[src/sv/rcps_pkg.sv]
// ----------------------------------------------------------------------------
// rcps_pkg
// Types, constants and helper functions shared by the pixel store modules.
// ----------------------------------------------------------------------------
package rcps_pkg;

    localparam int  PANEL_WIDTH     = 64;
    localparam int  PANEL_HEIGHT    = 32;
    localparam int  MAX_PAD         = 8;
    localparam bit  DOUBLE_BUFFERED = 1'b0;

    // The store is indexed {row, col}, so the width is taken as a power of two.
    localparam int COL_W  = $clog2(PANEL_WIDTH);
    localparam int ROW_W  = $clog2(PANEL_HEIGHT);
    localparam int ADDR_W = COL_W + ROW_W;

    // Signed working width for coordinate arithmetic.
    localparam int CRD_W = 10;

    localparam int PADDR_W = 5;
    localparam int APB_DW  = 32;

    localparam logic KIND_READ = 1'b0;
    localparam logic KIND_PUSH = 1'b1;

    typedef enum logic [1:0] {
        OP_WRITE   = 2'd0,
        OP_READ    = 2'd1,
        OP_REFRESH = 2'd2,
        OP_RAW     = 2'd3
    } op_t;

    typedef enum logic [2:0] {
        REG_ROTATION    = 3'd0,
        REG_PADDING     = 3'd1,
        REG_CLIP_LEFT   = 3'd2,
        REG_CLIP_RIGHT  = 3'd3,
        REG_COLOR_ORDER = 3'd4,
        REG_GAIN_RED    = 3'd5,
        REG_GAIN_GREEN  = 3'd6,
        REG_GAIN_BLUE   = 3'd7
    } reg_idx_t;

    typedef enum logic [2:0] {
        ORD_RGB = 3'd0,
        ORD_RBG = 3'd1,
        ORD_GRB = 3'd2,
        ORD_BGR = 3'd3,
        ORD_BRG = 3'd4,
        ORD_GBR = 3'd5
    } order_t;

    typedef enum logic [1:0] {
        ST_CLEAR = 2'd0,
        ST_IDLE  = 2'd1,
        ST_LOOK  = 2'd2,
        ST_MAP   = 2'd3
    } state_t;

    typedef struct packed {
        logic [1:0] rotation;
        logic [3:0] padding;
        logic [6:0] clip_left;
        logic [6:0] clip_right;
        logic [2:0] color_order;
        logic [7:0] gain_red;
        logic [7:0] gain_green;
        logic [7:0] gain_blue;
    } cfg_t;

    typedef struct packed {
        logic             hit;
        logic [COL_W-1:0] col;
        logic [ROW_W-1:0] row;
    } xf_t;

    // Exact x / 255 for any product of two 8-bit values.
    function automatic logic [7:0] div255(input logic [15:0] x);
        logic [16:0] sum;
        begin
            sum = {1'b0, x} + 17'(x[15:8]) + 17'd1;
            div255 = sum[15:8];
        end
    endfunction

endpackage

[src/sv/rcps_xform.sv]
// ----------------------------------------------------------------------------
// rcps_xform
// Bounds and clip checks plus the logical-to-panel rotation of one item.
// ----------------------------------------------------------------------------
module rcps_xform (
    input  rcps_pkg::cfg_t      cfg,
    input  rcps_pkg::op_t       op,
    input  logic signed [7:0]   coord_x,
    input  logic signed [7:0]   coord_y,
    output rcps_pkg::xf_t       xf
);

    localparam int CW = rcps_pkg::CRD_W;
    localparam logic signed [CW-1:0] PW_S = CW'(rcps_pkg::PANEL_WIDTH);
    localparam logic signed [CW-1:0] PH_S = CW'(rcps_pkg::PANEL_HEIGHT);

    logic signed [CW-1:0] xs, ys, pad_s, lw, lh, xp, yp, cx, cy, cl_s, cr_s;
    logic                 in_log, clip_ok, pan_ok;

    always_comb
    begin
        xs    = CW'(coord_x);
        ys    = CW'(coord_y);
        pad_s = CW'(cfg.padding);
        cl_s  = CW'(cfg.clip_left);
        cr_s  = CW'(cfg.clip_right);

        // Quarter and three-quarter turns swap the logical width and height.
        lw = (cfg.rotation[0] ? PH_S : PW_S) - (pad_s <<< 1);
        lh = (cfg.rotation[0] ? PW_S : PH_S) - (pad_s <<< 1);

        in_log  = (xs >= 0) && (ys >= 0) && (xs < lw) && (ys < lh);
        clip_ok = (xs >= cl_s) && (xs < cr_s);
        pan_ok  = (xs >= 0) && (ys >= 0) && (xs < PW_S) && (ys < PH_S);

        xp = xs + pad_s;
        yp = ys + pad_s;

        case (cfg.rotation)
            2'd1:
            begin
                cx = yp;
                cy = PH_S - CW'(1) - xp;
            end
            2'd2:
            begin
                cx = PW_S - CW'(1) - xp;
                cy = PH_S - CW'(1) - yp;
            end
            2'd3:
            begin
                cx = PW_S - CW'(1) - yp;
                cy = xp;
            end
            default:
            begin
                cx = xp;
                cy = yp;
            end
        endcase

        case (op)
            rcps_pkg::OP_WRITE:
            begin
                xf.hit = in_log && clip_ok;
                xf.col = cx[rcps_pkg::COL_W-1:0];
                xf.row = cy[rcps_pkg::ROW_W-1:0];
            end
            rcps_pkg::OP_READ:
            begin
                xf.hit = in_log;
                xf.col = cx[rcps_pkg::COL_W-1:0];
                xf.row = cy[rcps_pkg::ROW_W-1:0];
            end
            default:
            begin
                xf.hit = pan_ok;
                xf.col = xs[rcps_pkg::COL_W-1:0];
                xf.row = ys[rcps_pkg::ROW_W-1:0];
            end
        endcase
    end

endmodule

[config.mk]
export PLATFORM = sky130hd
export DESIGN_NAME = rcps_xform
export DESIGN_NICKNAME = d
export VERILOG_FILES = /design/src/sv/rcps_pkg.sv /design/src/sv/rcps_xform.sv
export SDC_FILE = /design/constraint.sdc
export NUM_CORES = 1
export LEC_CHECK = 0
export ABC_CLOCK_PERIOD_IN_PS = 3350
export BUFFER_PORTS_ARGS = -buffer_cell sky130_fd_sc_hd__buf_4
export CORE_MARGIN = 2
export CORE_UTILIZATION = 50
export DETAILED_ROUTE_END_ITERATION = 10
export PLACE_DENSITY = 0.89
export REMOVE_ABC_BUFFERS = 1
export SLEW_MARGIN = 40
export SYNTH_ARGS = -nofsm -noshare
export SYNTH_HDL_FRONTEND = slang
export SYNTH_SLANG_ARGS = --single-unit
[constraint.sdc]
create_clock -name vclk -period 3.35
set_input_delay 0.1675 -clock vclk [all_inputs]
set_output_delay 0.1675 -clock vclk [all_outputs]
set_load 0.01 [all_outputs]
# Word level (Yosys, flattened, before mapping)
# Cells that the tools add are included.
[classes] addsub=8 n_lt_le_gt_ge=8 eq_ne=4 muxes=5 reduce_logical=8
[op_table] op="$lt A8 B8 Y1" n=3
[op_table] op="$pmux W12 S2" n=1
[op_table] op="$pmux W6 S3" n=1
[op_table] op="$ge A8 B1 Y1 const B" n=2
[op_table] op="$sub A7 B5 Y8" n=2
[op_table] op="$pmux W5 S3" n=1
[op_table] op="$mux W7" n=2
[op_table] op="$add A6 B5 Y6" n=2
[op_table] op="$sub A1 B6 Y6 const A" n=2
[op_table] op="$sub A1 B5 Y5 const A" n=2
[op_table] op="$ge A8 B8 Y1" n=1
[op_table] op="$lt A8 B7 Y1 const B" n=1
[op_table] op="$lt A8 B8 Y1 const B" n=1
[op_table] op="$logic_and A1 B1 Y1" n=7
[op_table] op="$eq A2 B1 Y1 const B" n=2
[op_table] op="$eq A2 B2 Y1 const B" n=2
[op_table] op="$logic_not A2 Y1" n=1
[word_totals] regBits=0 in_bits=65 output_inout_bits=12 word_cells=33

# Depth between registers and ports, before layout
# Gate-level depths: netlist (run 1).
[logic_depth] ltp_word=7 ltp_mapped=10 mapped_depth_nobuf=10

# Worst setup path after synthesis (run 1)
# No wires, ideal clock.
[synth_path] path_type="input-to-output" from="in cfg[42] in the netlist's numbering" to="out xf[11] in the netlist's numbering" t_arrival_ns=2.068 required_ns=3.182 setup_slack_ns=1.114 stages=10 n_path_buf=0 cell_sequence="inv_1 -> ha_1 -> xor2_1 -> ha_1 -> a21oi_1 -> o21ai_1 -> maj3_2 -> and3_1 -> or3_1 -> o21ai_1"
[synth_lines] element="start, declared" line="rcps_xform.sv:6" rtl="input rcps_pkg::cfg_t cfg,"
[synth_lines] element="end, declared" line="rcps_xform.sv:10" rtl="output rcps_pkg::xf_t xf"

==> results of run 1 <==
## report_power, final
part / internal (mW) / switching, mW
clock: 0 / 0
combinational: 0.137 / 0.137
sequential: 0 / 0
## layout make-up
type                            instances  share of cell area, %
Tap cell                               31                   2.20
Multi-Input combinational cell        167                   71.0
Timing Repair Buffer                   50                   21.3
Inverter                               26                   5.54
## per-layer routing
metal	GRT usage [%]	part of all wire, %	up-vias	wire length [um]
li1	-	-	798	-
met1	29.2	46	678	1530
met2	40.7	50	30	1650
met3	0.461	3.4	0	112
met4	1.36	0	0	0
met5	0	0	-	0
## critical path, delay by kind of cell
kind,cells,cell delay [ps]
buffers and inverters,3,420
adders and majority gates,3,800
and+or+nand+nor,2,470
AOI/OAI and AO/OA,3,360
xor gates and xnor gates,1,220
## kinds of logic (layout without fill, tap and decap cells)
kind of cell,Yosys count,after routing
AOI/OAI and AO/OA,45,45
xor gates and xnor gates,17,17
adders and majority gates,34,34
buffers and inverters,32,76
muxes,6,6
and+or+nand+nor,65,65
## path summary, 6_finish.rpt
check | from | to | slack, ps | cells past startpoint
min | coord_y[0] | xf[0] | 650 | 4
max | cfg[42] | xf[11] | 730 | 12
## synthesized netlist by cell type (3+ instances only)
library cell / number
ha_1: 30
inv_1: 25
nand2_1: 21
a21oi_1: 16
o21ai_0: 14
nor2_1: 11
xor2_1: 10
xnor2_1: 7
nor2b_1: 6
mux2i_1: 5
nand3_1: 5
clkbuf_1: 4
nor3_1: 4
a211oi_1: 3
nor4_1: 3
## metrics by stage
step	std cells	hold WS, ps
after global routing	274	671
after detailed placement	274	641
after CTS	274	648
final	274	652
after global placement	274	642
after floorplan	193	417
## cells in the final DEF, fill, tap and decap left out, drive strengths merged, types with 3 or more instances in the layout
| cell | count |
|---|---|
| buf | 50 |
| ha | 30 |
| inv | 25 |
| nand2 | 21 |
| a21oi | 16 |
| o21ai | 16 |
| nor2 | 11 |
| xor2 | 10 |
| xnor2 | 7 |
| nor2b | 6 |
| mux2i | 5 |
| nand3 | 5 |
| nor3 | 4 |
| nor4 | 4 |
| a211oi | 3 |
==> flow_summary_export.csv, run 1 <==
group,metric,value,unit
synth,seq_area_frac_synth,0,%
cells_and_area,final_util,65.6,%
routing,vias,1506,
routing,drtIter0Drc,46,
cells_and_area,multi_input_area,1250,um^2
global_routing,grt_pass1_vias,1454,
global_routing,grt_start_max_net_pins,24,
critical_path,cp_slowest_cell,"maj3_2",
clocking,cts_resized,0,
placed_design,gp_congestion,0.816,
sta,period_share,78.3,%
power_and_ir_drop,leakage,0.909,nW
cells_and_area,stdcell_area,1760,um^2
floorplanning,ios,77,
synth,yosys.area.top_type,"ha_1",
critical_path,worstSetupPathType,"input pin to output port",
critical_path,cp.required,3180,ps
power_and_ir_drop,cellPowerDensity,156,nW/um^2
synth,synth_simple_gate_area_share,24.6,%
routing,routedWlPerCell,12.0,um
placed_design,dp_slack,719,ps
floorplanning,fp.dieArea,3180,um^2
sta,rsz0062_at_grt,"false",
synth,synth_top_cell_area_share,27.3,%
global_routing,grt_pass1_wl,5960,um
flow_run,drv_cap,0,
synth,netlist_area,1370,um^2
synth,synth_warnings,0,
placed_design,port_buffers,50,
global_routing,antenna_found_initial,0,
cells_and_area,finalNetCount,342,
sta,setup-tns-final,0,ps
sta,worst_pin_slew,486,ps
cells_and_area,seq_cells,0,
clocking,hold_buffers,0,
placed_design,hpwl,2800,um
routing,firstDrtPassIters,4,
synth,syn_inst,199,
synth,synth_cell_types,44,
critical_path,end_kind,"output port",
routing,routed_wl,3290,um
cells_and_area,drive_gt1_share,22.6,%
floorplanning,rows,19,
routing,antenna_left,0,
synth,yosys.area_share.xor_xnor,10.8,%
sta,hold_violations,0,
synth,synth_adder_area_share,31.8,%
synth,synth_area_leaders,"ha_1, inv_1, xor2_1",
routing,detail_route.vias_per_cell,5.50,
sta,setup_ws,729,ps
synth,synth_compound_area_share,19.4,%
sta,slew_headroom,67.2,%
sta,fmax,381,MHz
floorplanning,start_util,51.1,%
synth,avgSynthCellArea,6.90,um^2
critical_path,arrival,2450,ps
sta,period_needed,2620,ps
critical_path,crit_path_max_fanout,5,
cells_and_area,seq_area,0,um^2
global_routing,grt.total_usage,21.8,%
placed_design,dpl-instance-area,1760,um^2
clocking,postCtsSetupRepairBufs,0,
global_routing,overflow,0,
routing,drc,0,
critical_path,critPathLaunchType,"input pin",
power_and_ir_drop,ir_worst_vdd,0.130,mV
critical_path,max_stage_delay,300,ps
sta,finalMaxSlewViolations,0,
floorplanning,die_w,56.4,um
hold_path,hp-class,"input pin to output port",
synth,synth_mux_area_share,4.46,%
synth,synth_top_family_by_area,"adder cells",
critical_path,worstPathCellList,"buf_4, inv_1, ha_1, xor2_1, ha_1, a21oi_1, o21ai_1, maj3_2, and3_1, or3_1, o21ai_1, buf_4",
cells_and_area,clock_buffer_count,0,
floorplanning,die_h,56.4,um
status,status,"finished, final reports clean",
sta,setup_viol,0,
cells_and_area,area_delta_synth_final,28.3,%
power_and_ir_drop,total_power,0.274,mW
cells_and_area,diodes,0,
cells_and_area,final.fill_count,251,
floorplanning,design.core.area,2690,um^2
Power figures use the tool's default switching activity.
==> run 2, diff against run 1 <==
- ABC_CLOCK_PERIOD_IN_PS: 3350 -> 2180
- CORE_UTILIZATION: 50 -> 43
- PLACE_DENSITY: 0.89 -> 0.81
- clock period: 3.35 -> 2.18 ns (I/O delays scaled with it)
==> run 2 against run 1 <==
  * Global-route usage down 1.9 points
  * Combinational power increased by 72%
  * Critical endpoint unchanged
  * Final area grew 12%
==> flow_summary_export.csv, run 2 (same netlist as run 1, synthesis figures left out) <==
group,metric,value,unit
status,status,"finished, final reports clean",
floorplanning,design.core.area,3050,um^2
routing,drc,0,
routing,vias,1536,
cells_and_area,area_delta_synth_final,43.3,%
routing,routed_wl,3480,um
critical_path,cp.required,2070,ps
global_routing,grt.total_usage,19.9,%
global_routing,grt_pass1_wl,5920,um
hold_path,hp-class,"input pin to output port",
cells_and_area,seq_cells,0,
power_and_ir_drop,total_power,0.471,mW
critical_path,worstPathCellList,"buf_8, inv_4, ha_4, xor2_2, ha_1, a21oi_2, o21ai_1, maj3_2, and3_1, or3_1, o21ai_1, buf_4",
sta,rsz0062_at_grt,"true",
clocking,postCtsSetupRepairBufs,0,
critical_path,max_stage_delay,300,ps
cells_and_area,seq_area,0,um^2
routing,routedWlPerCell,11.6,um
placed_design,gp_congestion,0.822,
clocking,hold_buffers,0,
floorplanning,die_w,60.5,um
sta,slew_headroom,72.9,%
sta,fmax,462,MHz
cells_and_area,diodes,0,
placed_design,hpwl,2790,um
floorplanning,ios,77,
critical_path,worstSetupPathType,"input pin to output port",
sta,period_needed,2170,ps
flow_run,drv_cap,0,
sta,finalMaxSlewViolations,0,
floorplanning,fp.dieArea,3660,um^2
routing,drtIter0Drc,47,
critical_path,crit_top_cell,"o21ai_1",
critical_path,arrival,2060,ps
critical_path,critPathLaunchType,"input pin",
routing,antenna_left,0,
routing,firstDrtPassIters,4,
power_and_ir_drop,leakage,0.986,nW
global_routing,antenna_found_initial,0,
floorplanning,die_h,60.5,um
sta,period_share,99.4,%
sta,hold_violations,0,
power_and_ir_drop,ir_worst_vdd,0.155,mV
routing,detail_route.vias_per_cell,5.12,
cells_and_area,finalNetCount,355,
cells_and_area,final_common_cell,"buf_4",
critical_path,crit_path_max_fanout,3,
sta,worst_pin_slew,404,ps
global_routing,grt_start_max_net_pins,24,
power_and_ir_drop,cellPowerDensity,239,nW/um^2
cells_and_area,layout_common_cells,"buf_4, ha_1, inv_1, nand2_1, a21oi_1",
placed_design,port_buffers,50,
floorplanning,start_util,45.0,%
critical_path,cp_slowest_cell,"maj3_2",
cells_and_area,clock_buffer_count,0,
critical_path,end_kind,"output port",
sta,setup_viol,0,
floorplanning,rows,20,
global_routing,grt_pass1_vias,1449,
sta,setup-tns-final,0,ps
global_routing,overflow,0,
cells_and_area,drive_gt1_share,31.3,%
==> run 2: cell types whose count changed in the layout (fill, tap and decap cells not counted), moves of 2 or more <==
cell / delta
buf_4: +11
buf_8: +2
inv_1: -2
nor4_1: -2
o21ai_0: -2
==> run 2: worst paths after layout <==
check | startpoint | to | slack [ps] | cells past startpoint
max | cfg[41] | xf[11] | 10 | 12
min | coord_y[0] | xf[0] | 530 | 4
==> run 2: worst max-delay path: cells and delay by family <==
kind	cells	cell delay (ps)
simple gates	2	420
buf+inv	3	280
compound gates	3	370
xor+xnor	1	160
fa+ha+maj	3	720
==> run 2: final cells by class <==
class                           count  area (um^2)
Multi-Input combinational cell    167         1320
Fill cell                         294         1080
Timing Repair Buffer               63          488
Inverter                           26          105
Tap cell                           44         55.1
==> run 2: report_power, final <==
part	internal (mW)	switching, mW	leakage, nW
clock	0	0	0
combinational	0.243	0.228	0.986
sequential	0	0	0
==> run 2: metal layers <==
metal / part of all wire [%] / GRT usage (%) / wire [um] / vias up
li1: - / - / - / 821
met1: 45 / 26.2 / 1570 / 687
met2: 52 / 38.7 / 1810 / 28
met3: 2.9 / 0 / 100 / 0
met4: 0 / 0.621 / 0 / 0
met5: 0 / 0 / 0 / -
==> run 2: stage by stage <==
stage / setup slack (ps) / hold slack (ps) / area (um^2) / util (%) / std cells
floorplan: 61.2 / 300 / 1350 / - / 193
global placement: -93.0 / 520 / 1880 / 61.5 / 300
detailed placement: -112 / 520 / 1880 / 61.5 / 300
CTS: -46.6 / 526 / 1920 / 62.8 / 300
global route: -70.2 / 551 / 1970 / 64.5 / 300
finish: 13.5 / 530 / 1970 / 64.5 / 300
==> run 2: timing repair <==
item                       in CTS  in global routing
pin swaps                       9                  8
setup endpoints to repair       3                  3
resized for setup              13                 11
