## config.mk

```make
export PLATFORM = sky130hd
export DESIGN_NAME = rcps_cmap
export DESIGN_NICKNAME = d
export VERILOG_FILES = /design/src/sv/rcps_pkg.sv /design/src/sv/rcps_cmap.sv
export SDC_FILE = /design/constraint.sdc
export NUM_CORES = 1
export LEC_CHECK = 0
export BUFFER_PORTS_ARGS = -buffer_cell sky130_fd_sc_hd__buf_2
export CORE_AREA = 8 8 136 138
export CTS_BUF_LIST = sky130_fd_sc_hd__clkbuf_2
export CTS_CLUSTER_SIZE = 14
export DETAILED_ROUTE_END_ITERATION = 8
export DIE_AREA = 0 0 144 146
export PLACE_DENSITY = 0.8
export SYNTH_ARGS = -nofsm -noshare
export SYNTH_HDL_FRONTEND = slang
export SYNTH_SLANG_ARGS = --single-unit
export TNS_END_PERCENT = 5
```

## constraint.sdc

```tcl
create_clock -name clk -period 4.35 [get_ports clk]
set_clock_uncertainty 0.15 [all_clocks]
set_input_delay 0.2175 -clock clk [delete_from_list [all_inputs] [get_ports clk]]
set_output_delay 0.2175 -clock clk [all_outputs]
set_load 0.005 [all_outputs]
```

## src/sv/rcps_pkg.sv

```systemverilog
// ----------------------------------------------------------------------------
// rcps_pkg
// Types, constants and helper functions shared by the pixel store modules.
// ----------------------------------------------------------------------------
package rcps_pkg;

    localparam int  PANEL_WIDTH     = 64;
    localparam int  PANEL_HEIGHT    = 32;
    localparam int  MAX_PAD         = 8;
    localparam bit  DOUBLE_BUFFERED = 1'b0;

    // The store is indexed {row, col}, so the width is taken as a power of two.
    localparam int COL_W  = $clog2(PANEL_WIDTH);
    localparam int ROW_W  = $clog2(PANEL_HEIGHT);
    localparam int ADDR_W = COL_W + ROW_W;

    // Signed working width for coordinate arithmetic.
    localparam int CRD_W = 10;

    localparam int PADDR_W = 5;
    localparam int APB_DW  = 32;

    localparam logic KIND_READ = 1'b0;
    localparam logic KIND_PUSH = 1'b1;

    typedef enum logic [1:0] {
        OP_WRITE   = 2'd0,
        OP_READ    = 2'd1,
        OP_REFRESH = 2'd2,
        OP_RAW     = 2'd3
    } op_t;

    typedef enum logic [2:0] {
        REG_ROTATION    = 3'd0,
        REG_PADDING     = 3'd1,
        REG_CLIP_LEFT   = 3'd2,
        REG_CLIP_RIGHT  = 3'd3,
        REG_COLOR_ORDER = 3'd4,
        REG_GAIN_RED    = 3'd5,
        REG_GAIN_GREEN  = 3'd6,
        REG_GAIN_BLUE   = 3'd7
    } reg_idx_t;

    typedef enum logic [2:0] {
        ORD_RGB = 3'd0,
        ORD_RBG = 3'd1,
        ORD_GRB = 3'd2,
        ORD_BGR = 3'd3,
        ORD_BRG = 3'd4,
        ORD_GBR = 3'd5
    } order_t;

    typedef enum logic [1:0] {
        ST_CLEAR = 2'd0,
        ST_IDLE  = 2'd1,
        ST_LOOK  = 2'd2,
        ST_MAP   = 2'd3
    } state_t;

    typedef struct packed {
        logic [1:0] rotation;
        logic [3:0] padding;
        logic [6:0] clip_left;
        logic [6:0] clip_right;
        logic [2:0] color_order;
        logic [7:0] gain_red;
        logic [7:0] gain_green;
        logic [7:0] gain_blue;
    } cfg_t;

    typedef struct packed {
        logic             hit;
        logic [COL_W-1:0] col;
        logic [ROW_W-1:0] row;
    } xf_t;

    // Exact x / 255 for any product of two 8-bit values.
    function automatic logic [7:0] div255(input logic [15:0] x);
        logic [16:0] sum;
        begin
            sum = {1'b0, x} + 17'(x[15:8]) + 17'd1;
            div255 = sum[15:8];
        end
    endfunction

endpackage

```

## src/sv/rcps_cmap.sv

```systemverilog
// ----------------------------------------------------------------------------
// rcps_cmap
// Two-step color map: channel expansion and gain products, then the divide
// by 255, channel permutation and RGB565 packing.
// ----------------------------------------------------------------------------
module rcps_cmap (
    input  logic           clk,
    input  logic           load,
    input  logic [15:0]    color,
    input  rcps_pkg::cfg_t cfg,
    output logic [15:0]    mapped
);

    logic [7:0]  r8, g8, b8;
    logic [15:0] prod_r_reg, prod_g_reg, prod_b_reg;
    logic [7:0]  r, g, b, a0, a1, a2;

    // Replicate the top bits so full scale stays full scale.
    assign r8 = {color[15:11], color[15:13]};
    assign g8 = {color[10:5], color[10:9]};
    assign b8 = {color[4:0], color[4:2]};

    always_ff @(posedge clk)
    begin
        if (load)
        begin
            prod_r_reg <= {8'd0, r8} * {8'd0, cfg.gain_red};
            prod_g_reg <= {8'd0, g8} * {8'd0, cfg.gain_green};
            prod_b_reg <= {8'd0, b8} * {8'd0, cfg.gain_blue};
        end
    end

    always_comb
    begin
        r = rcps_pkg::div255(prod_r_reg);
        g = rcps_pkg::div255(prod_g_reg);
        b = rcps_pkg::div255(prod_b_reg);
        case (rcps_pkg::order_t'(cfg.color_order))
            rcps_pkg::ORD_RBG: begin a0 = r; a1 = b; a2 = g; end
            rcps_pkg::ORD_GRB: begin a0 = g; a1 = r; a2 = b; end
            rcps_pkg::ORD_BGR: begin a0 = b; a1 = g; a2 = r; end
            rcps_pkg::ORD_BRG: begin a0 = b; a1 = r; a2 = g; end
            rcps_pkg::ORD_GBR: begin a0 = g; a1 = b; a2 = r; end
            default:           begin a0 = r; a1 = g; a2 = b; end
        endcase
        mapped = {a0[7:3], a1[7:2], a2[7:3]};
    end

endmodule

```

Yosys cells after proc, flatten, opt, wreduce, memory -nomap -nowiden
Cells that the tools add are included.
{ "totals": {"regBits": 48, "in_bits": 65} }
{ "classes": {"n_addsub": 6, "mux": 3, "eq_ne": 5, "n_reduce_logical": 6, "mul": 3} }
{ "op_table": {"columns": ["cell", "n"], "rows": [
  ["16-bit by 1-bit adder with 16-bit output (second input constant)", 3],
  ["16-bit by 8-bit adder with 16-bit output", 3],
  ["8-bit by 8-bit multiplier with 16-bit output", 3],
  ["8-bit one-hot mux with 2 select lines", 3],
  ["2-bit OR reduction", 6],
  ["3-bit by 2-bit == test with 1-bit output (second input constant)", 2],
  ["3-bit == test (second input constant)", 2],
  ["3-bit by 1-bit == test with 1-bit output (second input constant)", 1]
]} }

Longest topological paths before layout
Gate-level depths: netlist (run 1).
{ "logic_depth": {"depth_word": 3, "mapped_depth": 18, "ltp_nobuf": 18} }

Worst setup path before layout (run 1)
No wires, ideal clock.
{ "synth_timing": {"path_type": "input port to flip-flop", "start": "input cfg[18] in the netlist's numbering", "end": "register prod_r_reg[14] (data pin)", "n_path_buf": 0, "path_stages": 17, "setup_time_ns": 0.266, "path_slack_ns": 0.021, "required_time_ns": 3.934, "arrival_ns": 3.913, "path_cell_list": "and2_1 > fa_1 > inv_1 > fa_1 > inv_1 > fa_1 > inv_1 > fa_1 > inv_1 > ha_1 > nor3_1 > nor2_1 > a31oi_1 > o21bai_1 > and2_1 > o41ai_1 > xnor2_1"} }
{ "synth_between": {"elab_chain_cells": 1} }
{ "synth_rtl": {"columns": ["item", "line_no", "text"], "rows": [
  ["start: declaration", "rcps_cmap.sv:10", "input rcps_pkg::cfg_t cfg,"],
  ["8-bit by 8-bit multiplier with 16-bit output", "rcps_cmap.sv:27", "prod_r_reg <= {8'd0, r8} * {8'd0, cfg.gain_red};"],
  ["end signal: assignment", "rcps_cmap.sv:27", null],
  ["end: declaration", "rcps_cmap.sv:15", "logic [15:0] prod_r_reg, prod_g_reg, prod_b_reg;"]
]} }
No other way between the ends.
A chain may end at the register's enable or synchronous reset.

Worst setup path in the final report (run 1)
Same ends and word-level chain as after synthesis.

==> results.md, run 1 <==
* Run status: completed
* Cells along the critical path: buf_2 -> and2_1 -> fa_1 -> inv_1 -> fa_1 -> inv_1 -> fa_1 -> inv_1 -> fa_1 -> inv_1 -> ha_1 -> nor3_1 -> nor2_1 -> a31oi_1 -> o21bai_1 -> and2_1 -> o41ai_1 -> xnor2_1
* Share of the synthesized area in the top cell type at 23.1%
* Rel. slew slack at 31.8%
* CTS Buf Count at 5
* Final-stage net count at 1411
* EDFF count, synth at 48
* First-pass GRT wire length at 32500 um
* Max Fanout on Critical Path at 4
* # DRC at 0
* Synthesized flop and latch total at 48
* Max stage delay on crit path at 0.54 ns
* Drt pass-1 iters at 5
* HPWL after DPL at 16200 um
* Root Buffer: clkbuf_2
* Num rows at 47
* Gr usage total at 18.5%
* Final min period at 4.10 ns
* Max Slew Vio Count at 0
* # IOs at 81
* CP max-delay cell: fa_1
* ANT cells at 0
* Worst Setup SP: cfg[18]
* Post-Place Cell Area at 10100 um2
* Max-cap violations at 0
* DRT iter0 DRCs at 334
* Clk pin slew, worst setup/hold paths at 0.25 ns
* H-tree Lvls at 2
* Hold Path Origin: cfg[0]
* Post-Layout Cell Count at 1335
* CTS tree: yes
* Initial Utilization at 54.2%
* Final Setup Violations at 0
* Critical path required time at 4.42 ns
* Most frequent cell after synthesis: inv_1
* Syn_nets at 1261
* Slew @ Worst Pin at 1.02 ns
* Port Buffers at 60
* WP data arrival at 4.16 ns
* Largest net degree at the start of global routing at 49
* DP Cell Count at 1327
* Longest Clk Path Bufs at 2
* RSZ-0062 raised after global routing: no
* Placer Congestion at 0.947
* WL per Instance at 14.0 um
* Max VDD drop at 0.000225 V
* Cells after Synth at 964
* Asr flop ratio synth at 0%
* Power density cells at 439 nW/um2
* Grt ovf at 0
* Initial antenna violation count at 0
* Die Y at 146 um
* Post-route design area at 10200 um2
* Period utilization at 94.2%
* Post-DRT Antenna Nets at 0
* Yosys cell types at 65
* Leakage Power at 5.27 nW
* Post-DR vias/cell at 5.25
* Layout cell share with drive strength beyond 1 at 16.4%
* Top FF cell, synth: edfxtp_1
* Startpoint Class: input port
* Vias in the first global route at 7294
* DIE AREA at 21000 um2
* Synth area leader: fa_1
* Worst Hold Class: input port to register
* Yosys warning total at 0
* Final-report hold violation count at 0
* Clock sinks at 48
* Die span in x at 144 um
* Sequential share of the synthesized area at 16.3%
* Largest cells by area after synthesis: fa_1 23%, ha_1 18%, edfxtp_1 16%
* Post-synthesis cell area at 8820 um2
* Area Overhead vs Synth at 15.3%
* Vias at 7011
* Total wire length at 18700 um
* Average size of a mapped cell at 9.15 um2
* Setup Fix Bufs, Post-CTS at 0
* Core ar. at 16300 um2
* Synth top cells by count: 205 x inv_1, 130 x ha_1, 102 x fa_1, 86 x and2_1, 83 x nand2_1
* Crit path kind: input port to register
* Fmax at 0.244 GHz
* Crit. End Element: register
## placed cells by master (no fill, tap or decap), types with 3 or more instances in the layout
| cell type | count |
|---|---|
| a211o_1 | 4 |
| a211oi_1 | 6 |
| a21o_1 | 11 |
| a21oi_1 | 27 |
| a221o_1 | 3 |
| a22oi_1 | 3 |
| a31o_2 | 3 |
| a31oi_1 | 6 |
| and2_1 | 86 |
| and3_1 | 4 |
| buf_2 | 60 |
| buf_4 | 93 |
| clkbuf_2 | 5 |
| edfxtp_1 | 48 |
| fa_1 | 102 |
| ha_1 | 130 |
| inv_1 | 205 |
| nand2_1 | 83 |
| nand2b_1 | 3 |
| nand3_1 | 9 |
| nand4_1 | 5 |
| nor2_1 | 44 |
| nor3_1 | 20 |
| nor4_1 | 3 |
| o211ai_1 | 5 |
| o21a_1 | 8 |
| o21ai_0 | 21 |
| o21bai_1 | 3 |
| o221ai_1 | 4 |
| o22ai_1 | 6 |
| o31ai_1 | 3 |
| xnor2_1 | 34 |
| xor2_1 | 17 |
## worst paths after layout
| kind | end | slack (ns) | cells past startpoint |
|---|---|---|---|
| setup / recovery | prod_r_reg[14] | 0.25 | 18 |
| hold / removal | prod_b_reg[0] | 0.06 | 2 |
## metal layers
layer / track usage, % / share of wire, % / vias to the layer above
met5: 0 / 0 / -
met4: 4.10 / 1.3 / 0
met3: 2.33 / 5.6 / 20
met2: 31.8 / 50 / 196
met1: 24.2 / 44 / 3309
li1: - / - / 3486
## critical path, delay by kind of cell
family | cells | cell delay [ns]
adder cells (fa/ha/maj) | 5 | 2.30
AO/OA/AOI/OAI | 3 | 0.63
AND/OR/NAND/NOR | 4 | 0.62
buffers and inverters | 5 | 0.31
XOR/XNOR | 1 | 0.10
## cell type report
| type | instances | area, um2 |
|---|---|---|
| repair buffers | 154 | 1020 |
| multi-input cells | 700 | 6580 |
| inverters | 205 | 769 |
| fillers | 1348 | 6110 |
| flip-flops and latches | 48 | 1440 |
| well taps | 220 | 275 |
| clock buffers | 5 | 25.0 |
| clock inverters | 3 | 68.8 |
## what timing repair did
action	in CTS	in global routing
endpoints found under the setup margin	0	1
gates resized for setup	0	1
hold buffers	0	0
## where the power goes
group	switching, mW	internal, mW	total [mW]
clock network	0.142	0.157	0.299
logic	1.66	1.54	3.20
registers	0.156	0.810	0.966
total	1.96	2.51	4.47
## logic make-up (layout without fill, tap and decap cells)
logic type,Yosys count,in the layout,share of synthesized area [%]
AO/OA/AOI/OAI,141,141,11.7
XOR/XNOR,53,53,5.43
multiplexers,1,1,0.113
buffers and inverters,216,367,9.19
flip-flops,48,48,16.3
adder cells (fa/ha/maj),232,232,41.6
AND/OR/NAND/NOR,273,273,15.7
## through the flow
stage	total power [mW]	hold WS [ns]	setup TNS (ns)	setup WS, ns	util (%)
final	4.47	0.0624	0	0.251	62.5
after global routing	4.95	0.0114	0	0.0612	62.5
after CTS	4.50	0.0340	0	0.209	62.4
after detailed placement	4.17	0.496	-1.70	-0.284	61.9
after global placement	4.02	0.496	-0.806	-0.162	61.9
after floorplan	3.14	0.180	0	0.0209	-
No activity file was read; power rests on OpenSTA's default activity.
==> run 2, diff against run 1 <==
--- a/config.mk
+++ b/config.mk
@@ -5,12 +5,13 @@
 export SDC_FILE = /design/constraint.sdc
 export NUM_CORES = 1
 export LEC_CHECK = 0
+export ABC_AREA = 1
 export BUFFER_PORTS_ARGS = -buffer_cell sky130_fd_sc_hd__buf_2
-export CORE_AREA = 8 8 136 138
+export CORE_AREA = 8 8 141 143
 export CTS_BUF_LIST = sky130_fd_sc_hd__clkbuf_2
 export CTS_CLUSTER_SIZE = 14
 export DETAILED_ROUTE_END_ITERATION = 8
-export DIE_AREA = 0 0 144 146
+export DIE_AREA = 0 0 149 151
 export PLACE_DENSITY = 0.8
 export SYNTH_ARGS = -nofsm -noshare
 export SYNTH_HDL_FRONTEND = slang
==> results.md, run 2 <==
* Num rows at 49 (+4.3%)
* Max-cap violations at 0 (unchanged)
* Initial antenna violation count at 1 (+1)
* Post-DRT Antenna Nets at 0 (unchanged)
* H-tree Lvls at 2 (unchanged)
* Die span in x at 149 um (+3.5%)
* Seq pwr share at 21.2% (-0.4 points)
* Run status: completed
* WP data arrival at 3.85 ns (-0.31 ns)
* Setup ws final at 0.576 ns (+0.325 ns)
* DIE AREA at 22500 um2 (+7.0%)
* Port Buffers at 60 (unchanged)
* Asr flop ratio synth at 0% (unchanged)
* Core ar. at 17700 um2 (+8.4%)
* First-pass GRT wire length at 35600 um (+9.7%)
* Grt ovf at 0 (unchanged)
* Clk pin slew, worst setup/hold paths at 0.23 ns (-0.02 ns)
* Fmax at 0.265 GHz (+8.6%)
* Drt pass-1 iters at 6 (+1)
* Total wire length at 20300 um (+8.5%)
* Crit. End Element: register
* DP Cell Count at 1573 (+19%)
* RSZ-0062 raised after global routing: no
* Clock sinks at 48 (unchanged)
* WL per Instance at 12.8 um (-8.5%)
* Cells along the critical path: buf_2 -> nand2_1 -> fa_1 -> inv_1 -> fa_1 -> fa_1 -> inv_1 -> fa_1 -> inv_1 -> ha_1 -> a21oi_1 -> o21ai_0 -> nand2_1 -> o211ai_1 -> xor2_1
* Leakage Power at 6.05 nW (+15%)
* Synthesized flop and latch total at 48 (unchanged)
* Final-report hold violation count at 0 (unchanged)
* Setup TNS at 0 ns (unchanged)
* Largest net degree at the start of global routing at 49 (unchanged)
* Post-Layout Cell Count at 1583 (+19%)
* Tot Pwr at 4.68 mW (+4.6%)
* Synth top cells by count: 350 x inv_1, 328 x nand2_1, 130 x ha_1, 102 x fa_1, 101 x nand3_1
* Clk pwr share at 3.8% (-2.9 points)
* Gr usage total at 18.9% (+0.39 points)
* Post-Place Cell Area at 10100 um2 (about the same)
* Layout cell share with drive strength beyond 1 at 6.58% (-9.8 points)
* Share of the synthesized area in the top cell type at 21.4% (-1.7 points)
* DRT iter0 DRCs at 522 (+56%)
* Period utilization at 86.8% (-7.5 points)
* # IOs at 81 (unchanged)
* Worst Hold Class: input port to register
* CTS tree: yes
* Startpoint Class: input port
* Pre-CTS setup slack at 0.0870 ns (+0.371 ns)
* Final Util at 57.3% (-5.2 points)
* Post-route design area at 10100 um2 (-0.54%)
* Vias at 8059 (+15%)
* Final Setup Violations at 0 (unchanged)
* Placer Congestion at 0.955 (+0.83%)
* Post-DR vias/cell at 5.09 (-3.1%)
* Max stage delay on crit path at 0.56 ns (+0.02 ns)
* Largest cells by area after synthesis: fa_1 21%, ha_1 17%, edfxtp_1 15%
* Final-stage net count at 1649 (+17%)
* Cells after Synth at 1300 (+35%)
* Gate power share at 75.0% (+3.3 points)
* Crit path kind: input port to register
* Syn_nets at 1597 (+27%)
* CP max-delay cell: fa_1
* P_int at 2.21 mW (-12%)
* Vias in the first global route at 8105 (+11%)
* Power density cells at 462 nW/um2 (+5.2%)
* CTS Buf Count at 5 (unchanged)
* EDFF count, synth at 48 (unchanged)
* Most frequent cells in the layout: 350 x inv_1, 328 x nand2_1, 130 x ha_1
* Initial Utilization at 54.0% (-0.13 points)
* Root Buffer: clkbuf_2
* Most frequent cell after synthesis: inv_1
* Max Fanout on Critical Path at 8 (+4)
* Most common cell after layout, fill and taps aside: inv_1
* Sw Share at 52.8% (+8.9 points)
* Yosys cell types at 33 (-49%)
* Critical path required time at 4.43 ns (about the same)
* Longest Clk Path Bufs at 2 (unchanged)
* Max Slew Vio Count at 0 (unchanged)
* Top FF cell, synth: edfxtp_1
* Average size of a mapped cell at 7.34 um2 (-20%)
* HPWL after DPL at 17800 um (+10%)
* Sequential share of the synthesized area at 15.1% (-1.2 points)
* Rel. slew slack at 30.0% (-1.8 points)
* # DRC at 0 (unchanged)
* Area Overhead vs Synth at 6.08%
* Yosys warning total at 0 (unchanged)
* Final min period at 3.77 ns (-0.325 ns)
* Top cell by count, worst path: fa_1
* Synth area leader: fa_1
* Sw Pwr at 2.47 mW (+26%)
* Fin Hold WS at 0.0473 ns (-0.0152 ns)
* Post-synthesis cell area at 9540 um2 (+8.1%)
* Max VDD drop at 0.000235 V (+4.1%)
* Slew @ Worst Pin at 1.05 ns (+0.0277 ns)
* Die Y at 151 um (+3.4%)
## run 2: changes by cell type in the layout (fill, tap and decap cells not counted), sizes merged, moves of 11 or more
| cell | previous run | this run |
|---|---|---|
| buf | 154 | 60 |
| nand2 | 83 | 332 |
| a21o | 12 | 1 |
| nor2 | 44 | 59 |
| and2 | 87 | 1 |
| nand3 | 11 | 102 |
| inv | 206 | 356 |
| xnor2 | 34 | 15 |
| a21oi | 27 | 50 |
| nor3 | 21 | 8 |
## run 2: critical path, delay by kind of cell
kind / cells / cell delay, ns
buffers and inverters: 4 / 0.33
AOI/OAI and AO/OA: 3 / 0.47
xor gates and xnor gates: 1 / 0.15
adders and majority gates: 5 / 2.47
and+or+nand+nor: 2 / 0.21
## run 2: cell type report
type / count / area (um2)
inverter: 356 / 1340
fill: 1644 / 7530
multi-input combinational: 880 / 6710
clock buffer: 6 / 30.0
tap: 229 / 287
clock inverter: 2 / 11.3
antenna: 1 / 2.50
timing repair buffer: 61 / 310
sequential: 48 / 1440
## run 2: cell families (layout without fill, tap and decap cells)
group                    count (synthesis)  count (layout)  share of synthesized area [%]
adder cells (fa/ha/maj)                232             232                           38.4
other                                    0               1                              0
flip-flops                              48              48                           15.1
XOR/XNOR                                38              38                           3.49
buffers and inverters                  372             425                           14.6
AO/OA/AOI/OAI                           84              84                           4.93
AND/OR/NAND/NOR                        526             526                           23.4
## run 2: power groups by stage
stage	Combinational [mW]	Sequential, mW	Clock, mW
CTS	3.51	0.989	0.181
floorplan	2.69	0.931	0
finish	3.51	0.991	0.177
global route	4.07	1.02	0.198
detailed placement	3.48	1.00	0
global placement	3.39	0.997	0
## run 2: what timing repair did
action,in CTS,in global routing
setup endpoints to repair,0,0
hold buffers,1,0
setup buffers,0,0
gates resized for setup,0,0
endpoints found under the hold margin,1,0
## run 2: path summary, 6_finish.rpt
check / startpoint / to / slack [ns] / depth (start not counted)
max: color[3] / prod_b_reg[13] / 0.58 / 15
min: cfg[16] / prod_r_reg[0] / 0.05 / 3
## run 2: metal layers
metal | GRT usage, % | routed length [um] | vias to the layer above
met5 | 0 | 0 | -
met4 | 4.90 | 341 | 0
met3 | 2.27 | 1090 | 30
met2 | 32.7 | 9610 | 226
met1 | 24.6 | 9240 | 3724
li1 | - | - | 4079
