File: src/sv/rcps_pkg.sv
// ----------------------------------------------------------------------------
// rcps_pkg
// Types, constants and helper functions shared by the pixel store modules.
// ----------------------------------------------------------------------------
package rcps_pkg;

    localparam int  PANEL_WIDTH     = 64;
    localparam int  PANEL_HEIGHT    = 32;
    localparam int  MAX_PAD         = 8;
    localparam bit  DOUBLE_BUFFERED = 1'b0;

    // The store is indexed {row, col}, so the width is taken as a power of two.
    localparam int COL_W  = $clog2(PANEL_WIDTH);
    localparam int ROW_W  = $clog2(PANEL_HEIGHT);
    localparam int ADDR_W = COL_W + ROW_W;

    // Signed working width for coordinate arithmetic.
    localparam int CRD_W = 10;

    localparam int PADDR_W = 5;
    localparam int APB_DW  = 32;

    localparam logic KIND_READ = 1'b0;
    localparam logic KIND_PUSH = 1'b1;

    typedef enum logic [1:0] {
        OP_WRITE   = 2'd0,
        OP_READ    = 2'd1,
        OP_REFRESH = 2'd2,
        OP_RAW     = 2'd3
    } op_t;

    typedef enum logic [2:0] {
        REG_ROTATION    = 3'd0,
        REG_PADDING     = 3'd1,
        REG_CLIP_LEFT   = 3'd2,
        REG_CLIP_RIGHT  = 3'd3,
        REG_COLOR_ORDER = 3'd4,
        REG_GAIN_RED    = 3'd5,
        REG_GAIN_GREEN  = 3'd6,
        REG_GAIN_BLUE   = 3'd7
    } reg_idx_t;

    typedef enum logic [2:0] {
        ORD_RGB = 3'd0,
        ORD_RBG = 3'd1,
        ORD_GRB = 3'd2,
        ORD_BGR = 3'd3,
        ORD_BRG = 3'd4,
        ORD_GBR = 3'd5
    } order_t;

    typedef enum logic [1:0] {
        ST_CLEAR = 2'd0,
        ST_IDLE  = 2'd1,
        ST_LOOK  = 2'd2,
        ST_MAP   = 2'd3
    } state_t;

    typedef struct packed {
        logic [1:0] rotation;
        logic [3:0] padding;
        logic [6:0] clip_left;
        logic [6:0] clip_right;
        logic [2:0] color_order;
        logic [7:0] gain_red;
        logic [7:0] gain_green;
        logic [7:0] gain_blue;
    } cfg_t;

    typedef struct packed {
        logic             hit;
        logic [COL_W-1:0] col;
        logic [ROW_W-1:0] row;
    } xf_t;

    // Exact x / 255 for any product of two 8-bit values.
    function automatic logic [7:0] div255(input logic [15:0] x);
        logic [16:0] sum;
        begin
            sum = {1'b0, x} + 17'(x[15:8]) + 17'd1;
            div255 = sum[15:8];
        end
    endfunction

endpackage

File: src/sv/rcps_regs.sv
// ----------------------------------------------------------------------------
// rcps_regs
// APB register file holding rotation, padding, clip, channel order and gains.
// ----------------------------------------------------------------------------
module rcps_regs (
    input  logic                         clk,
    input  logic                         rst_n,
    input  logic                         psel,
    input  logic                         penable,
    input  logic                         pwrite,
    input  logic [rcps_pkg::PADDR_W-1:0] paddr,
    input  logic [rcps_pkg::APB_DW-1:0]  pwdata,
    output logic [rcps_pkg::APB_DW-1:0]  prdata,
    output logic                         pready,
    output rcps_pkg::cfg_t               cfg
);

    rcps_pkg::cfg_t    cfg_reg;
    rcps_pkg::reg_idx_t idx;
    logic              wr_en;
    logic [3:0]        pad_sat;

    assign idx     = rcps_pkg::reg_idx_t'(paddr[rcps_pkg::PADDR_W-1:2]);
    assign wr_en   = psel && penable && pwrite;
    assign pready  = 1'b1;
    assign cfg     = cfg_reg;
    // Padding beyond the maximum saturates.
    assign pad_sat = (pwdata[3:0] > 4'(rcps_pkg::MAX_PAD)) ? 4'(rcps_pkg::MAX_PAD)
                                                           : pwdata[3:0];

    always_ff @(posedge clk or negedge rst_n)
    begin
        if (!rst_n)
        begin
            cfg_reg.rotation    <= '0;
            cfg_reg.padding     <= '0;
            cfg_reg.clip_left   <= '0;
            cfg_reg.clip_right  <= 7'd64;
            cfg_reg.color_order <= '0;
            cfg_reg.gain_red    <= 8'hFF;
            cfg_reg.gain_green  <= 8'hFF;
            cfg_reg.gain_blue   <= 8'hFF;
        end
        else if (wr_en)
        begin
            unique case (idx)
                rcps_pkg::REG_ROTATION:    cfg_reg.rotation    <= pwdata[1:0];
                rcps_pkg::REG_PADDING:     cfg_reg.padding     <= pad_sat;
                rcps_pkg::REG_CLIP_LEFT:   cfg_reg.clip_left   <= pwdata[6:0];
                rcps_pkg::REG_CLIP_RIGHT:  cfg_reg.clip_right  <= pwdata[6:0];
                rcps_pkg::REG_COLOR_ORDER: cfg_reg.color_order <= pwdata[2:0];
                rcps_pkg::REG_GAIN_RED:    cfg_reg.gain_red    <= pwdata[7:0];
                rcps_pkg::REG_GAIN_GREEN:  cfg_reg.gain_green  <= pwdata[7:0];
                rcps_pkg::REG_GAIN_BLUE:   cfg_reg.gain_blue   <= pwdata[7:0];
                default:                   cfg_reg.rotation    <= cfg_reg.rotation;
            endcase
        end
    end

    always_comb
    begin
        unique case (idx)
            rcps_pkg::REG_ROTATION:    prdata = 32'(cfg_reg.rotation);
            rcps_pkg::REG_PADDING:     prdata = 32'(cfg_reg.padding);
            rcps_pkg::REG_CLIP_LEFT:   prdata = 32'(cfg_reg.clip_left);
            rcps_pkg::REG_CLIP_RIGHT:  prdata = 32'(cfg_reg.clip_right);
            rcps_pkg::REG_COLOR_ORDER: prdata = 32'(cfg_reg.color_order);
            rcps_pkg::REG_GAIN_RED:    prdata = 32'(cfg_reg.gain_red);
            rcps_pkg::REG_GAIN_GREEN:  prdata = 32'(cfg_reg.gain_green);
            rcps_pkg::REG_GAIN_BLUE:   prdata = 32'(cfg_reg.gain_blue);
            default:                   prdata = '0;
        endcase
    end

endmodule

File: config.mk
export PLATFORM = sky130hd
export DESIGN_NAME = rcps_regs
export DESIGN_NICKNAME = d
export VERILOG_FILES = /design/src/sv/rcps_pkg.sv /design/src/sv/rcps_regs.sv
export SDC_FILE = /design/constraint.sdc
export NUM_CORES = 1
export LEC_CHECK = 0
export ABC_CLOCK_PERIOD_IN_PS = 2230
export BUFFER_PORTS_ARGS = -buffer_cell sky130_fd_sc_hd__buf_4
export CAP_MARGIN = 40
export CORE_MARGIN = 2
export CORE_UTILIZATION = 33
export DETAILED_ROUTE_END_ITERATION = 10
export MAX_ROUTING_LAYER = met4
export RECOVER_POWER = 100
export SLEW_MARGIN = 20
export SYNTH_ARGS = -nofsm -noshare
export SYNTH_HDL_FRONTEND = slang
export SYNTH_SLANG_ARGS = --single-unit
File: constraint.sdc
create_clock -name clk -period 2.23 [get_ports clk]
set_clock_uncertainty 0.2 [all_clocks]
set_input_delay 0.446 -clock clk [delete_from_list [all_inputs] [get_ports clk]]
set_output_delay 0.446 -clock clk [all_outputs]
set_load 0.005 [all_outputs]
# Word-level counts from Yosys, hierarchy flattened
# Index checks and enable logic that the tools add are counted.
# op_classes
magnitude_cmp,1
eq_ne,7
muxes,2
n_reduce_logical,11
# op_table
operator,n
case mux 32 bit (8 select lines),1
AND reduction 2 bit,8
"== test 3 bit, second input constant",4
"== test 3 x 2 -> 1 bit, second input constant",2
"> comparator 4 bit, second input constant",1
2-to-1 mux 4 bit,1
"== test 3 x 1 -> 1 bit, second input constant",1
zero test 3 bit,1
logical AND 1 bit,2
# word_totals
reg_bits,47
input_bits,42
out_inout_bits,80
word_cells,29

# Logic depth before layout (Yosys ltp)
# Gate-level depths: netlist of run 1.
# depth
ltp_word,3
depth_mapped,7
ltp_nobuf,4

# Worst setup path after synthesis of run 1
# OpenSTA, ideal clock, no wires.
# synth_timing
path_kind,input -> output
start,input paddr[4] (netlist name)
end,output prdata[2] (netlist name)
arrival_time_ns,1.320
required_ns,1.584
path_slack_ns,0.264
path_stages,4
n_path_buf,1
path_cell_list,buf_2 -> nand2b_1 -> o21ai_0 -> a221o_1
# synth_via
elab_chain_len,2
elab_cells_between_ends,9
classes_between,eq/ne: 7; mux: 1; reduce/logical: 1
# synth_rtl
item,line_no,text
from (decl),rcps_regs.sv:11,"input logic [rcps_pkg::PADDR_W-1:0] paddr,"
== test 3 bit (tied with other cells),rcps_regs.sv:62,unique case (idx)
case mux 32 bit (8 select lines) *,rcps_regs.sv:62,
to (decl),rcps_regs.sv:13,"output logic [rcps_pkg::APB_DW-1:0] prdata,"
# Every way passes the cells marked *; elsewhere a longest branch is shown, timed or not. The select of a mux whose other input is x is not followed.

# Final worst setup path of run 1
# layout_timing
start,"register cfg_reg, in the netlist cfg[2]"
end,output prdata[2] (netlist name)
# layout_via
elab_chain_len,1
# layout_rtl
item,line_no,text
from (decl),rcps_regs.sv:18,rcps_pkg::cfg_t cfg_reg;
case mux 32 bit (8 select lines),rcps_regs.sv:62,
# Every way passes these cells. The select of a mux whose other input is x is not followed.

==> impl_metrics.py, run 1 <==
metrics = {
    "timing": {
        "finalCriticalPeriod_ns": 2.20,
        "fmax_mhz": 455,
        "drv_slew": 0,
        "setup-tns-final_ns": 0,
        "period_share_pct": 98.5,
        "setup_violations": 0,
        "worst_pin_slew_ns": 1.19,
        "finalHoldViolCount": 0,
        "rsz0062_at_grt": "yes",
        "slew_headroom_pct": 20.8,
        "setup_ws_ns": 0.0325,
    },
    "worst_setup_path": {
        "r2r_start": "cfg[10]",
        "worstPathArrival_ns": 1.55,
        "startpoint": "cfg[2]",
        "end_kind": "primary output",
        "critical_path_class": "flop to primary output",
        "crit_path_start_kind": "flop",
        "required_ns": 1.58,
        "critPathMaxFanout": 3,
    },
    "floorplan": {
        "die_area_sq_um": 8350,
        "core_sq_um": 7330,
        "die_y_microns": 91.4,
        "rows": 31,
        "ioPinCount": 122,
        "start_util_pct": 34.4,
        "die_w_microns": 91.4,
    },
    "global_route": {
        "grt_pass1_wl_mm": 10.3,
        "grt_max_degree": 48,
        "grt_antenna_before_repair": 0,
        "overflow": 0,
        "grtUsageTotal_pct": 16.3,
        "grt_pass1_vias": 1887,
    },
    "placement": {
        "place_hpwl_mm": 4.84,
        "routabilityCongestion": 0.831,
        "port_buffers": 70,
        "post-place-ws_ns": -0.00620,
    },
    "drt": {
        "vias_per_cell": 4.69,
        "wl_per_cell_microns": 16.3,
        "vias": 1890,
        "first_pass_iters": 4,
        "drc": 0,
        "drt-total-wl_mm": 6.58,
        "drt_iter0_drc": 45,
        "drtAntennaViolNets": 0,
    },
    "logic_synthesis": {
        "synth_seq_cells": 47,
        "async_flop_share_pct": 100,
        "avgSynthCellArea_sq_um": 11.9,
        "synth_cell_types": 36,
        "synth_cells": 212,
        "synth-edff-count": 0,
        "yosysTopAreaCellShare_pct": 26.1,
        "synthTopCellsByArea": "dfstp_2 (26%), dfrtp_1 (22%), mux2_2 (21%), buf_4 (7.7%), o21ai_0 (2.8%)",
        "yosys_warnings": 0,
        "syn_area_sq_um": 2520,
        "synth_seq_area_share_pct": 47.9,
        "ys.flop_type": "dfstp_2",
        "synth_area_leader_cell": "dfstp_2",
    },
    "clock_network": {
        "insertion_delay_ns": 0.30,
        "htree_levels": 2,
        "clock_sinks": 47,
        "cts_max_path_buffers": 2,
        "cts.reportedPaths.clkPinSlew_ns": 0.09,
        "cts_tree": "done",
        "root_buffer": "clkbuf_8",
        "cts_buffers": 5,
    },
    "layout": {
        "largest_reg_flops": 47,
        "n_antenna_cell": 0,
        "area_growth_pct": 28.5,
        "drive_gt1_share_pct": 47.4,
        "fill_cells": 736,
        "fin_nets": 345,
    },
    "power_and_ir_drop": {
        "total_power_mw": 2.54,
        "peakVddDrop_mv": 0.346,
        "cellPowerDensity_nw_per_um2": 785,
        "p_leak_nw": 1.47,
    },
    "min_path": {
        "worstHoldPathType": "input pin to flop",
        "min_from": "pwdata[7]",
    },
    "run": {
        "max-cap-violations": 0,
    },
    "status": {
        "status": "finished, final reports clean",
    },
}
[per-layer routing]
layer  GRT usage [%]  up-vias  routed length [microns]
li1                -      883                        -
met1            20.7      915                     2880
met2            26.0       81                     3200
met3            3.65       11                      381
met4            4.67        0                      120
met5               -        -                        0
[final timing paths]
kind / to / slack (ns) / cells after the start
worst max-delay path: prdata[2] / 0.03 / 5
worst min-delay path: cfg[7] / 0.19 / 2
worst max register to register: cfg[10] / 1.18 / 2
worst min register to register: cfg[37] / 0.34 / 1
max in group asynchronous: cfg[26] / 0.40 / 2
min in group asynchronous: cfg[40] / 0.72 / 2
[Yosys cell counts (2+ instances only)]
library cell / instances
a21oi_1: 3
a22o_1: 4
a22oi_1: 3
buf_2: 5
buf_4: 26
conb_1: 2
dfrtp_1: 22
dfstp_2: 25
inv_1: 5
mux2_2: 46
mux2i_1: 3
nand2_1: 13
nand2b_1: 2
nand3_1: 3
nand3b_1: 2
nor2_1: 6
nor2_2: 3
nor2b_1: 7
nor3_1: 2
o21ai_0: 14
[critical path, stage by stage (launching register included)]
cell and delay [ns]:
dfstp_2 0.39, mux2_4 0.26, nand2_2 0.05, o21ai_1 0.05, a221o_1 0.36, buf_4 0.14
[cell type report]
cell class	instances	area, sq um	area share [%]
clock buffer	6	82.6	2.55
clock inverter	2	35.0	1.08
inverter	5	18.8	0.579
multi-input combinational	151	1130	34.8
sequential	47	1210	37.3
tap	99	124	3.82
timing repair buffer	93	646	19.9
[cells in the final DEF, fill, tap and decap left out, types with 2 or more instances in the layout]
master / synthesis / layout
clkbuf_1: 0 / 15
nor2_1: 6 / 10
clkbuf_4: 0 / 17
inv_1: 5 / 5
nand2b_1: 2 / 2
nor3_1: 2 / 3
o21ai_1: 0 / 2
conb_1: 2 / 25
nor2b_1: 7 / 5
clkbuf_8: 0 / 6
dfrtp_1: 22 / 22
o21ai_0: 14 / 12
nand3_1: 3 / 3
dfstp_1: 0 / 19
nand3b_1: 2 / 2
mux2_2: 46 / 45
nor2b_2: 0 / 2
a21oi_1: 3 / 3
mux2i_1: 3 / 3
buf_4: 26 / 58
a22o_1: 4 / 4
a22oi_1: 3 / 3
nand2_1: 13 / 12
dfstp_2: 25 / 6
[kinds of logic after synthesis]
family | after synthesis | synth area share, %
other | 2 | 0.298
and+or+nand+nor | 45 | 11.2
DFF | 47 | 47.9
buffers and inverters | 37 | 9.93
AOI/OAI and AO/OA | 31 | 8.04
muxes | 50 | 22.6
[per-stage QoR]
step	area (sq um)	cells	hold slack [ns]	util, %
2_1_floorplan	2610	235	-0.0496	-
3_3_place_gp	3200	393	0.291	43.6
3_5_place_dp	3200	393	0.298	43.6
5_1_grt	3240	403	0.185	44.2
4_1_cts	3320	402	0.175	45.3
6_report	3240	403	0.191	44.2
[repair_timing]
action                                  CTS  global route
endpoints found under the setup margin    1             5
gates resized for setup                   0            10
gates cloned                              0             0
buffers inserted                          0             1
endpoints found under the hold margin    22             0
pin swaps                                 1             2
hold buffers                              1             0
[power breakdown]
group	internal [mW]	switching, mW
combinational	0.420	0.275
sequential	1.06	0.135
clock	0.363	0.288
(Power assumes the default switching activity.)
==> run 2: changes to the inputs <==
--- a/config.mk
+++ b/config.mk
@@ -5,7 +5,7 @@
 export SDC_FILE = /design/constraint.sdc
 export NUM_CORES = 1
 export LEC_CHECK = 0
-export ABC_CLOCK_PERIOD_IN_PS = 2230
+export ABC_CLOCK_PERIOD_IN_PS = 2790
 export BUFFER_PORTS_ARGS = -buffer_cell sky130_fd_sc_hd__buf_4
 export CAP_MARGIN = 40
 export CORE_MARGIN = 2
==> constraint.sdc (replaced) <==
create_clock -name clk -period 2.79 [get_ports clk]
set_clock_uncertainty 0.2 [all_clocks]
set_input_delay 0.558 -clock clk [delete_from_list [all_inputs] [get_ports clk]]
set_output_delay 0.558 -clock clk [all_outputs]
set_load 0.005 [all_outputs]
==> run 2 against run 1 <==
  * Die area stayed put
  * Sequential cell count stayed put
  * Final cell count shrank 4.5%
  * Register-to-register slack better by 0.62 ns
  * Wire length fell by 5.5%
  * Clock power decreased by 26%
  * Critical path depth up 1
  * Highest routed layer unchanged
==> impl_metrics.py, run 2 (synthesis results as in run 1) <==
metrics = {
    "timing": {
        "setup-tns-final_ns": 0,
        "slew_headroom_pct": 20.8,
        "drv_slew": 0,
        "period_share_pct": 91.9,
        "rsz0062_at_grt": "no",
        "setup_violations": 0,
        "worst_pin_slew_ns": 1.19,
        "finalHoldViolCount": 0,
        "finalCriticalPeriod_ns": 2.56,
        "whs_ns": 0.297,
        "fmax_mhz": 390,
    },
    "floorplan": {
        "ioPinCount": 122,
        "die_area_sq_um": 8350,
        "core_sq_um": 7330,
        "start_util_pct": 34.4,
        "die_w_microns": 91.4,
        "die_y_microns": 91.4,
        "rows": 31,
    },
    "placement": {
        "routabilityCongestion": 0.843,
        "place_area_sq_um": 3070,
        "port_buffers": 70,
        "place_hpwl_mm": 4.54,
    },
    "clock_network": {
        "htree_levels": 2,
        "post-cts-setup-buffers": 0,
        "cts.reportedPaths.clkPinSlew_ns": 0.08,
        "cts_max_path_buffers": 2,
        "insertion_delay_ns": 0.29,
        "clock_sinks": 47,
        "cts_hold_buffers": 0,
        "cts_resized": 0,
        "cts_buffers": 5,
        "root_buffer": "clkbuf_8",
        "cts_tree": "done",
    },
    "layout": {
        "fill_cells": 736,
        "fin_util_pct": 41.8,
        "design_area_sq_um": 3070,
        "final_common_cell": "buf_4",
        "fin_nets": 328,
        "n_antenna_cell": 0,
        "area_growth_pct": 21.6,
        "largest_reg_flops": 47,
        "drive_gt1_share_pct": 40.9,
        "mostFrequentLayoutCells": "buf_4 (47), mux2_2 (46), conb_1 (25), dfstp_1 (25), dfrtp_1 (22)",
    },
    "worst_setup_path": {
        "r2r_start": "cfg[8]",
        "r2r_setup_slack_ns": 1.80,
        "worstReg2RegEnd": "cfg[8]",
        "required_ns": 2.03,
        "startpoint": "paddr[2]",
        "crit_end": "prdata[5]",
        "critical_path_class": "input pin to primary output",
        "worstPathArrival_ns": 1.81,
        "worstRegToRegCells": 1,
        "crit_path_start_kind": "input pin",
        "end_kind": "primary output",
        "critPathMaxFanout": 18,
    },
    "global_route": {
        "overflow": 0,
        "grtUsageTotal_pct": 15.6,
        "grt_antenna_before_repair": 0,
        "grt_pass1_vias": 1832,
        "grt_max_degree": 48,
        "grt_pass1_wl_mm": 10.0,
    },
    "drt": {
        "drt-total-wl_mm": 6.22,
        "wl_per_cell_microns": 16.2,
        "drt_iter0_drc": 99,
        "first_pass_iters": 4,
        "vias": 1839,
        "drtAntennaViolNets": 0,
        "drc": 0,
        "vias_per_cell": 4.78,
    },
    "min_path": {
        "worstHoldPathType": "input pin to async pin",
    },
    "run": {
        "max-cap-violations": 0,
    },
    "power_and_ir_drop": {
        "p_leak_nw": 1.38,
        "peakVddDrop_mv": 0.272,
        "seqPwrFrac_pct": 48.6,
        "combPwrFrac_pct": 26.7,
        "p_sw_uw": 536,
        "switching_share_pct": 27.4,
        "total_power_mw": 1.95,
        "p_clk_share_pct": 24.6,
        "intPower_mw": 1.42,
        "cellPowerDensity_nw_per_um2": 637,
    },
    "status": {
        "status": "finished, final reports clean",
    },
}
run 2: cell count changes in the layout (fill, tap and decap cells not counted), sizes merged:
cell and delta:
buf -12, clkbuf -4, clkinv -1, dlygate4sd3 -1
run 2: critical path, cell delays in order:
cell and delay, ns:
buf_4 0.21, buf_4 0.20, mux4_2 0.49, nand2_1 0.07, o21ai_0 0.11, buf_4 0.16
run 2: power groups by stage:
stage | combinational [mW] | clock [mW] | sequential, mW
floorplan | 0.254 | 0 | 0.974
global placement | 0.554 | 0 | 0.986
detailed placement | 0.564 | 0 | 0.987
CTS | 0.566 | 0.498 | 0.976
global route | 0.577 | 0.523 | 0.972
finish | 0.522 | 0.481 | 0.950
run 2: metal layers:
metal  track usage [%]  up-vias  wire length [microns]
li1                  -      849                      -
met1              21.5      896                   2930
met2              23.8       89                   2920
met3              3.07        5                    344
met4              4.04        0                     29
met5                 -        -                      0
run 2: how the worst min path moves through the flow:
stage	start	end	slack (ns)	cells past startpoint
5_1_grt	pwdata[7]	cfg[15]	0.31	2
2_1_floorplan	rst_n	cfg[24]	0.06	0
6_report	rst_n	cfg[40]	0.30	1
3_3_place_gp	cfg[27]	cfg[27]	0.32	1
3_5_place_dp	cfg[42]	cfg[42]	0.32	2
4_1_cts	rst_n	cfg[35]	0.08	1
run 2: layout make-up:
cell class                      instances  area [sq um]  share of cell area (%)
Clock buffer                            6          72.6                    2.37
Clock inverter                          1          30.0                   0.980
Inverter                                5          18.8                   0.612
Multi-Input combinational cell        151          1090                    35.7
Sequential cell                        47          1210                    39.4
Tap cell                               99           124                    4.04
Timing Repair Buffer                   76           519                    16.9
run 2: metrics by stage:
step | worst slack, ns | instances
5_1_grt | 0.154 | 385
4_1_cts | 0.210 | 385
6_report | 0.226 | 385
3_3_place_gp | 0.229 | 378
3_5_place_dp | 0.215 | 378
2_1_floorplan | 0.600 | 235
==> run 3: changes to the inputs <==
--- a/config.mk
+++ b/config.mk
@@ -6,13 +6,12 @@
 export NUM_CORES = 1
 export LEC_CHECK = 0
 export ABC_CLOCK_PERIOD_IN_PS = 2790
-export BUFFER_PORTS_ARGS = -buffer_cell sky130_fd_sc_hd__buf_4
 export CAP_MARGIN = 40
 export CORE_MARGIN = 2
 export CORE_UTILIZATION = 33
 export DETAILED_ROUTE_END_ITERATION = 10
+export DONT_BUFFER_PORTS = 1
 export MAX_ROUTING_LAYER = met4
-export RECOVER_POWER = 100
 export SLEW_MARGIN = 20
 export SYNTH_ARGS = -nofsm -noshare
 export SYNTH_HDL_FRONTEND = slang
==> run 3 against run 2 <==
  * Count of clock-buffer cells in the layout unchanged
  * Global-route usage down 0.69 points
  * Hold slack worse by 0.15 ns
  * Non-clock buffer count down 74
  * Sequential share of layout area up 6.1 points
  * Setup slack better by 0.30 ns
==> impl_metrics.py, run 3 (synthesis results as in run 1) <==
metrics = {
    "status": {
        "status": "finished, final reports clean",
    },
    "clock_network": {
        "cts_resized": 0,
        "cts.reportedPaths.clkPinSlew_ns": 0.09,
        "root_buffer": "clkbuf_8",
        "clock_sinks": 47,
        "cts_buffers": 5,
        "cts_max_path_buffers": 2,
        "cts_tree": "done",
        "post-cts-setup-buffers": 0,
        "insertion_delay_ns": 0.30,
        "htree_levels": 2,
    },
    "floorplan": {
        "ioPinCount": 122,
        "die_w_microns": 91.4,
        "die_area_sq_um": 8350,
        "rows": 31,
        "core_sq_um": 7330,
        "start_util_pct": 34.4,
        "die_y_microns": 91.4,
    },
    "timing": {
        "finalCriticalPeriod_ns": 2.27,
        "slew_headroom_pct": 63.2,
        "worst_pin_slew_ns": 0.551,
        "rsz0062_at_grt": "no",
        "setup_ws_ns": 0.524,
        "fmax_mhz": 441,
        "setup_violations": 0,
        "setup-tns-final_ns": 0,
        "finalHoldViolCount": 0,
        "drv_slew": 0,
        "period_share_pct": 81.2,
    },
    "placement": {
        "routabilityCongestion": 0.773,
        "port_buffers": 0,
        "place_area_sq_um": 2500,
        "dpl.cell_count": 302,
        "place_hpwl_mm": 4.15,
        "post-place-ws_ns": 0.497,
    },
    "global_route": {
        "grt_antenna_before_repair": 0,
        "grtUsageTotal_pct": 15.0,
        "grt_pass1_wl_mm": 9.41,
        "grt_pass1_vias": 1621,
        "overflow": 0,
        "grt_max_degree": 48,
    },
    "layout": {
        "mostFrequentLayoutCells": "mux2_2 (46), conb_1 (25), dfstp_2 (25)",
        "fin_nets": 254,
        "instances_no_fill": 312,
        "drive_gt1_share_pct": 41.8,
        "fill_cells": 740,
        "area_growth_pct": 5.31,
        "largest_reg_flops": 47,
        "fin_util_pct": 36.2,
        "n_antenna_cell": 0,
        "design_area_sq_um": 2660,
        "final_common_cell": "mux2_2",
    },
    "worst_setup_path": {
        "end_kind": "primary output",
        "critPathMaxFanout": 24,
        "crit_path_start_kind": "input pin",
        "required_ns": 2.03,
        "critical_path_class": "input pin to primary output",
        "worstPathArrival_ns": 1.51,
    },
    "drt": {
        "drt-total-wl_mm": 5.92,
        "first_pass_iters": 4,
        "wl_per_cell_microns": 19.0,
        "drt_iter0_drc": 81,
        "vias": 1579,
        "drtAntennaViolNets": 0,
        "drc": 0,
        "vias_per_cell": 5.06,
    },
    "power_and_ir_drop": {
        "p_leak_nw": 1.10,
        "cellPowerDensity_nw_per_um2": 674,
        "peakVddDrop_mv": 0.338,
    },
    "run": {
        "max-cap-violations": 0,
    },
    "min_path": {
        "worstHoldPathType": "input pin to flop",
    },
}
[run 3: changes by cell type in the layout (fill, tap and decap cells not counted), sizes merged]
cell and delta:
clkinv +1, dlygate4sd3 +1, clkbuf -29, buf -46
[run 3: repair_timing]
action                                  4_1_cts  5_1_grt
endpoints found under the hold margin        47        0
hold buffers                                  2        0
endpoints found under the setup margin        0        0
[run 3: area by class of cell]
type                    instances  area, sq um  area share [%]
repair buffers                  2         37.5            1.41
clock inverters                 2         35.0            1.32
multi-input cells             151         1150            43.3
clock buffers                   6         82.6            3.11
inverters                       5         18.8           0.707
well taps                      99          124            4.67
flip-flops and latches         47         1210            45.5
[run 3: critical path, cell delays in order]
cell	delay [ns]
nor2b_1	0.36
a32o_1	0.25
a211oi_1	0.05
o21ai_0	0.29
[run 3: stage by stage]
stage | hold WS [ns] | power [mW]
2_1_floorplan | 0.0624 | 1.23
3_3_place_gp | 0.0638 | 1.27
3_5_place_dp | 0.0637 | 1.28
4_1_cts | 0.139 | 1.82
5_1_grt | 0.136 | 1.90
6_report | 0.150 | 1.79
[run 3: final timing paths]
kind / start / to / slack [ns] / cells past startpoint
max in group asynchronous: rst_n / cfg[23] / 1.55 / 2
max reg2reg: cfg[45] / cfg[45] / 1.78 / 1
min in group asynchronous: rst_n / cfg[35] / 0.55 / 2
min reg2reg: cfg[46] / cfg[46] / 0.37 / 2
min: pwdata[3] / cfg[42] / 0.15 / 1
max: paddr[3] / prdata[1] / 0.52 / 4
[run 3: report_power, final]
part	internal, mW	switching, mW
Combinational	0.152	0.109
Sequential	0.869	0.142
Clock	0.290	0.226
[run 3: layer usage]
metal / global-route usage (%) / up-vias / part of all wire (%)
li1: - / 703 / -
met1: 18.2 / 781 / 41
met2: 23.5 / 91 / 49
met3: 6.06 / 4 / 9.8
met4: 3.03 / 0 / 0.52
met5: - / - / 0
